### config.mk
export PLATFORM = sky130hd
export DESIGN_NAME = hcp_bit_packer
export DESIGN_NICKNAME = d
export VERILOG_FILES = /design/src/rtl/core/hcp_pkg.sv /design/src/rtl/core/hcp_bit_packer.sv
export SDC_FILE = /design/constraint.sdc
export NUM_CORES = 1
export LEC_CHECK = 0
export BUFFER_PORTS_ARGS = -buffer_cell sky130_fd_sc_hd__buf_2
export CAP_MARGIN = 20
export CORE_ASPECT_RATIO = 0.5
export CORE_MARGIN = 2
export CORE_UTILIZATION = 55
export DETAILED_ROUTE_END_ITERATION = 16
export GPL_TIMING_DRIVEN = 0
export PLACE_DENSITY = 0.74
export SETUP_SLACK_MARGIN = 0.5
export SLEW_MARGIN = 20
export SYNTH_ARGS = -nofsm -noshare
export SYNTH_HDL_FRONTEND = slang
export SYNTH_SLANG_ARGS = --single-unit
### constraint.sdc
create_clock -name clk -period 4.2 [get_ports clk]
set_clock_uncertainty 0.15 [all_clocks]
set_input_delay 0.84 -clock clk [delete_from_list [all_inputs] [get_ports clk]]
set_output_delay 0.84 -clock clk [all_outputs]
set_load 0.05 [all_outputs]
### src/rtl/core/hcp_pkg.sv
package hcp_pkg;

  localparam int unsigned BYTE_BITS = 8;
  localparam int unsigned CODE_W    = 32;
  localparam int unsigned LEN_W     = 6;
  localparam int unsigned SYM_IN_W  = 8;

  localparam logic [1:0] OP_LOAD   = 2'd0;
  localparam logic [1:0] OP_ENCODE = 2'd1;
  localparam logic [1:0] OP_FLUSH  = 2'd2;

  // One request handed from the table lookup stage to the bit packer.
  typedef struct packed {
    logic              valid;
    logic              flush;
    logic [CODE_W-1:0] code;
    logic [LEN_W-1:0]  len;
  } hcp_lookup_t;

endpackage

### src/rtl/core/hcp_bit_packer.sv
module hcp_bit_packer #(
  parameter int unsigned MAX_CODE_LENGTH = 32
) (
  input  logic                clk,
  input  logic                rst_n,
  input  hcp_pkg::hcp_lookup_t req,
  output logic                req_take,
  output logic                out_valid_r,
  input  logic                out_stall,
  output logic [7:0]          out_byte_r,
  output logic                out_final_r
);
  import hcp_pkg::*;

  localparam int unsigned ACC_W = MAX_CODE_LENGTH + BYTE_BITS - 1;
  localparam int unsigned CNT_W = $clog2(ACC_W + 1);
  localparam logic [CNT_W-1:0] BYTE_CNT = CNT_W'(BYTE_BITS);

  logic [ACC_W-1:0] acc_r, acc_nxt;
  logic [CNT_W-1:0] cnt_r, cnt_nxt;
  logic             out_valid_nxt;
  logic [7:0]       out_byte_nxt;
  logic             out_final_nxt;
  logic             slot_free;
  logic             emit;
  logic [ACC_W-1:0] code_ext;
  logic [ACC_W-1:0] pad_word;
  logic [ACC_W-1:0] byte_word;

  assign slot_free = !out_valid_r || !out_stall;
  assign emit      = (cnt_r >= BYTE_CNT) && slot_free;
  assign req_take  = req.valid && (cnt_r < BYTE_CNT)
                     && (!req.flush || (cnt_r == '0) || slot_free);
  assign code_ext  = ACC_W'(req.code);
  assign byte_word = acc_r >> (cnt_r - BYTE_CNT);
  assign pad_word  = acc_r << (BYTE_CNT - cnt_r);

  always_comb begin
    acc_nxt       = acc_r;
    cnt_nxt       = cnt_r;
    out_valid_nxt = out_stall ? out_valid_r : 1'b0;
    out_byte_nxt  = out_byte_r;
    out_final_nxt = out_final_r;
    if (emit) begin
      cnt_nxt       = cnt_r - BYTE_CNT;
      out_valid_nxt = 1'b1;
      out_byte_nxt  = byte_word[7:0];
      out_final_nxt = 1'b0;
    end else if (req_take) begin
      if (req.flush) begin
        cnt_nxt = '0;
        if (cnt_r != '0) begin
          out_valid_nxt = 1'b1;
          out_byte_nxt  = pad_word[7:0];
          out_final_nxt = 1'b1;
        end
      end else begin
        acc_nxt = (acc_r << req.len) | code_ext;
        cnt_nxt = CNT_W'(cnt_r + CNT_W'(req.len));
      end
    end
  end

  always_ff @(posedge clk) begin
    if (!rst_n) begin
      cnt_r       <= '0;
      out_valid_r <= 1'b0;
    end else begin
      cnt_r       <= cnt_nxt;
      out_valid_r <= out_valid_nxt;
    end
    acc_r       <= acc_nxt;
    out_byte_r  <= out_byte_nxt;
    out_final_r <= out_final_nxt;
  end

`ifndef ASSERT_OFF
  a_cnt_range: assert property (@(posedge clk) disable iff (!rst_n)
    cnt_r <= CNT_W'(ACC_W))
    else $error("pending bit count exceeds accumulator width");

  a_take_low: assert property (@(posedge clk) disable iff (!rst_n)
    req_take |-> (cnt_r < BYTE_CNT) && !emit)
    else $error("request taken while whole bytes still pending");

  a_flush_clears: assert property (@(posedge clk) disable iff (!rst_n)
    (req_take && req.flush) |=> (cnt_r == '0))
    else $error("flush left bits pending");

  a_emit_count: assert property (@(posedge clk) disable iff (!rst_n)
    emit |=> (cnt_r == $past(cnt_r) - BYTE_CNT) && out_valid_r && !out_final_r)
    else $error("byte emission did not consume eight bits");
`endif

endmodule

Word-level counts from Yosys, hierarchy flattened
Cells that the tools add are included.

Bits in latches: 0. Bits of input ports: 43. Memory bits (read-only): 0. Output and inout bits: 11. Flip-flop bits (word level): 55. Word-level logic and storage cells: 45. RAM bits: 0. Memories: 0.

Shift operators: 3. Reduce and logical (&&, ||, !) cells: 17. Order comparisons: 2. Div/mod/pow operators: 0. Multipliers: 0. Bitwise gates (word level): 3. Add/subtract/negate cells: 3. Equal/unequal tests: 0. Multiplexer cells: 12.

Operators by type and width (number): 39-bit by 32-bit bitwise OR with 39-bit output (1); 39-bit by 6-bit left shift with 39-bit output (1); 39-bit by 6-bit left shift with 8-bit output (1); 39-bit by 6-bit >> shifter with 8-bit output (1); 8-bit 2-to-1 mux (4); 6-bit 2-to-1 mux (3); 3-bit AND reduction (3); 6-bit adder (1); 6-bit by 4-bit greater-or-equal comparator with 1-bit output, second input constant (1); 6-bit zero test (1); 6-bit by 4-bit less-than comparator with 1-bit output, second input constant (1); 2-bit nonzero test (3); 6-bit nonzero test (1); 4-bit by 6-bit subtractor with 6-bit output, first input constant (1); 6-bit by 4-bit subtractor with 6-bit output, second input constant (1); 1-bit 2-to-1 mux (5); 1-bit logical AND (3); 1-bit zero test (3); 1-bit logical OR (3); 1-bit NOT (2).

Longest topological paths before layout
Word-level depth: 6. Depth in mapped cells: 11. Gate-level depth less buffers: 8.

Worst setup path before layout
No wires, ideal clock.

Path kind: flip-flop to output port. Start point: register cnt_r[0]. End point: output req_take. Path buffers: 3. Arrival time: 2.468 ns. Stages on the path, launching flop included: 8. Path slack: 0.742 ns. Cells stage by stage: dfxtp_1 -> buf_4 -> inv_1 -> buf_2 -> buf_2 -> ha_1 -> nand2b_1 -> a31oi_1.

Longest elaborated chain between the ends: 4. Elaborated cells between the ends (all ways): 6.

RTL lines: start, declared (line hcp_bit_packer.sv:20) `logic [CNT_W-1:0] cnt_r, cnt_nxt;`; start signal, assigned (line hcp_bit_packer.sv:69) `cnt_r <= cnt_nxt;`; branches (longest 3 deep; another with 6-bit by 4-bit less-than comparator with 1-bit output); 1-bit logical AND (*) (line hcp_bit_packer.sv:33) `&& (!req.flush || (cnt_r == '0) || slot_free);`; end, declared (line hcp_bit_packer.sv:7) `output logic req_take,`.

Every way passes the cells marked *.

Worst setup path in the final report
Start point: register cnt_r[1]. End point: register out_byte_r[7] (data pin).

Longest elaborated chain between the ends: 6. Elaborated cells between the ends (all ways): 10.

RTL lines: 4-bit by 6-bit subtractor with 6-bit output (line hcp_bit_packer.sv:36) `assign pad_word = acc_r << (BYTE_CNT - cnt_r);`; 39-bit by 6-bit left shift with 8-bit output (line hcp_bit_packer.sv:36); 8-bit 2-to-1 mux (line hcp_bit_packer.sv:52) `if (cnt_r != '0) begin`; 8-bit 2-to-1 mux (line hcp_bit_packer.sv:50) `if (req.flush) begin`; 8-bit 2-to-1 mux (line hcp_bit_packer.sv:49) `end else if (req_take) begin`; 8-bit 2-to-1 mux (*) (line hcp_bit_packer.sv:44) `if (emit) begin`; named net out_byte_nxt[7] (line hcp_bit_packer.sv:22) `logic [7:0] out_byte_nxt;`; end signal, assigned (line hcp_bit_packer.sv:73) `out_byte_r <= out_byte_nxt;`; end, declared (line hcp_bit_packer.sv:10) `output logic [7:0] out_byte_r,`.

Mark *: on every way through the listed nets, which the timed path passes. The rest lies on a longest branch. The select of a mux whose other input is x is not followed. A chain may end at the register's enable or synchronous reset.

==> results.tsv <==
metric	value	unit
status	finished clean	
wirelength	20.27	mm
crit_path_top_delay_cell	mux4_2	
fin_crit_sh	0.8467	
num_rows	27	
core	11050	sq um
nFillCells	947	
grt_pass1_vias	5325	
hold_violations	0	
critPathRequiredTime	4.10	ns
dieArea	12310	sq um
setup_ws	0.6440	ns
nNetsFinal	722	
clk_pin_slew	0.08	ns
max_stage_delay	0.48	ns
syn_inst	609	
die_h	79.47	microns
postCtsSetupBuffers	0	
grt_max_degree	35	
crit_fanout	10	
instances_no_fill	815	
crit_chain	buf_2 > clkbuf_4 > buf_2 > inv_1 > ha_1 > clkbuf_1 > mux2_2 > mux4_2 > nand3_1 > o211ai_1	
antenna_found_initial	0	
synth_common_cells	mux2i_1, nand2_1, mux4_2, edfxtp_1, nor2_1	
synth-compound-area-share	0.1622	
synth_warnings	0	
fin_crit	3.556	ns
start_kind	flop	
syn2layout_area_growth	10.19	%
ys.flop_type	edfxtp_1	
synth_simple_gate_area_frac	0.1240	
clock_sinks	55	
wire_per_inst	24.87	microns
path_common_cell	buf_2	
worstSetupEndpointType	flop	
place_area	6726	sq um
synthMuxAreaShare	0.3733	
yosys.cell_types.count	69	
syn-mean-instance-area	10.29	sq um
power	0.003345	W
synth_largest_area_cell	edfxtp_1	
setup_viol	0	
finalSetupTns	0	ns
synth-edff-count	47	
relSlewSlack	0.3248	
gr-total-overflow	0	
diodes	0	
synthTopCellsByArea	edfxtp_1, mux4_2, mux2i_1	
ir_worst_vdd	0.2130	mV
io_pins	54	
placed_cells	807	
fmax	281.2	MHz
htree_levels	2	
worst_pin_slew	1.004	ns
synth_top_family_by_area	multiplexers	
dp_worst_setup_slack	0.6126	ns
synth.ff_latch_count	55	
ctsRootBufferMaster	clkbuf_16	
die_width	154.9	microns
firstDrtPassIters	5	
final-max-slew-violation-count	0	
synth.top_cell.area_share	0.2253	
grt_pass1_wl	31.46	mm
vias_per_cell	7.087	
hold_path_class	reg2reg	
cts_buffers	5	
synth_xor_area_frac	0.008388	
synth_most_common_cell	mux2i_1	
path_class	reg2reg	
drv_cap	0	
place_hpwl	15.79	mm
gp_congestion	0.9933	
synth_fa_ha_area_frac	0.02117	
synth_area	6265	sq um
cts_resized	2	
postCtsHoldBufs	0	
p_leak	2.552	nW
final_layout_size_suffix_gt1_frac	0.2761	
io_buffers	52	
postRouteAntennaNets	0	
reg2reg_slack	0.64	ns
synth-async-reset-ratio	0	
grt_usage	0.3372	
clk_latency	0.31	ns
crit_buf_inv	5	
drtIter0Drc	778	
critical-path-top-delay-family	buffers and inverters	
synthesis.nets	662	
design_area	6903	sq um
cts_tree	built	
drc	0	
worstPathArrival	3.46	ns
cts_buffer_depth	2	
powerDensity	484.6	nW/um^2
yosysSeqAreaShare	0.2508	
rsz0062_at_grt	false	
initial_core_util	0.5671	
vias	5776	
## placed cells by master, fill, tap and decap left out, drive strengths merged, types with 4 or more instances in the layout
cell type,Yosys,layout
buf,31,80
mux2i,74,74
nand2,57,57
mux4,57,57
edfxtp,47,47
nor2,39,39
a21oi,33,33
clkbuf,21,30
o21ai,26,26
mux2,24,24
inv,19,20
nand3,13,13
nor3,12,12
a21o,12,12
o22ai,10,10
o211ai,9,9
ha,9,9
dfxtp,8,8
nand2b,8,8
nor2b,6,6
o2111ai,6,6
nand3b,6,6
o221ai,6,6
a31oi,6,6
xnor2,5,5
a211oi,5,5
a221o,5,5
o21bai,5,5
or2,5,5
and2,4,4
## registers in the layout, indices dropped and copies added (netlist names)
signal,count
acc_r,39
cnt_r,6
out_byte_r,8
out_final_r,1
out_valid_r,1
## cell type report
class	count	area, sq um	share of cell area
Tap cell	145	181.4	0.02628
Clock inverter	3	23.77	0.003444
Sequential cell	55	1572	0.2277
Inverter	20	75.07	0.01088
Buffer	52	309.0	0.04477
Timing Repair Buffer	53	282.8	0.04096
Multi-Input combinational cell	482	4334	0.6279
Clock buffer	5	125.1	0.01813
## through the flow
step	util	hold WS [ns]
3_5_place_dp	0.6089	0.3101
4_1_cts	0.6237	0.3307
6_report	0.6249	0.3197
2_1_floorplan	-	0.4436
5_1_grt	0.6249	0.3454
3_3_place_gp	0.6071	0.2957
## report_power, final
group / total (W) / switching [W] / leakage [nW] / internal (W)
clock network: 0.000451 / 0.000225 / 0.0734 / 0.000226
registers: 0.000919 / 0.000149 / 0.503 / 0.000771
logic: 0.00197 / 0.00121 / 1.98 / 0.000768
## metal layers
metal,vias up,GRT usage,share of wire
met5,-,0,0
met4,0,0.06759,0.014
met3,32,0.05592,0.11
met2,408,0.5098,0.43
met1,2825,0.5119,0.44
li1,2511,-,-
## worst min-delay path, cell delays in order, from the launching register on
cell and delay [ns]:
dfxtp_1 0.33, a41oi_1 0.04, nor2_1 0.07
## kinds of logic after synthesis
group                      after synthesis
muxes                                  155
adders and majority gates               10
xor gates and xnor gates                 6
and+or+nand+nor                        163
AOI/OAI and AO/OA                      148
buffers and inverters                   72
DFF                                     55
## final timing paths
check	from	depth (start not counted)	end
max	cnt_r[1]	10	out_byte_r[7]
min	out_final_r	2	out_final_r
max reg2reg	cnt_r[1]	10	out_byte_r[7]
min reg2reg	out_final_r	2	out_final_r
No activity file was read; power rests on OpenSTA's default activity.
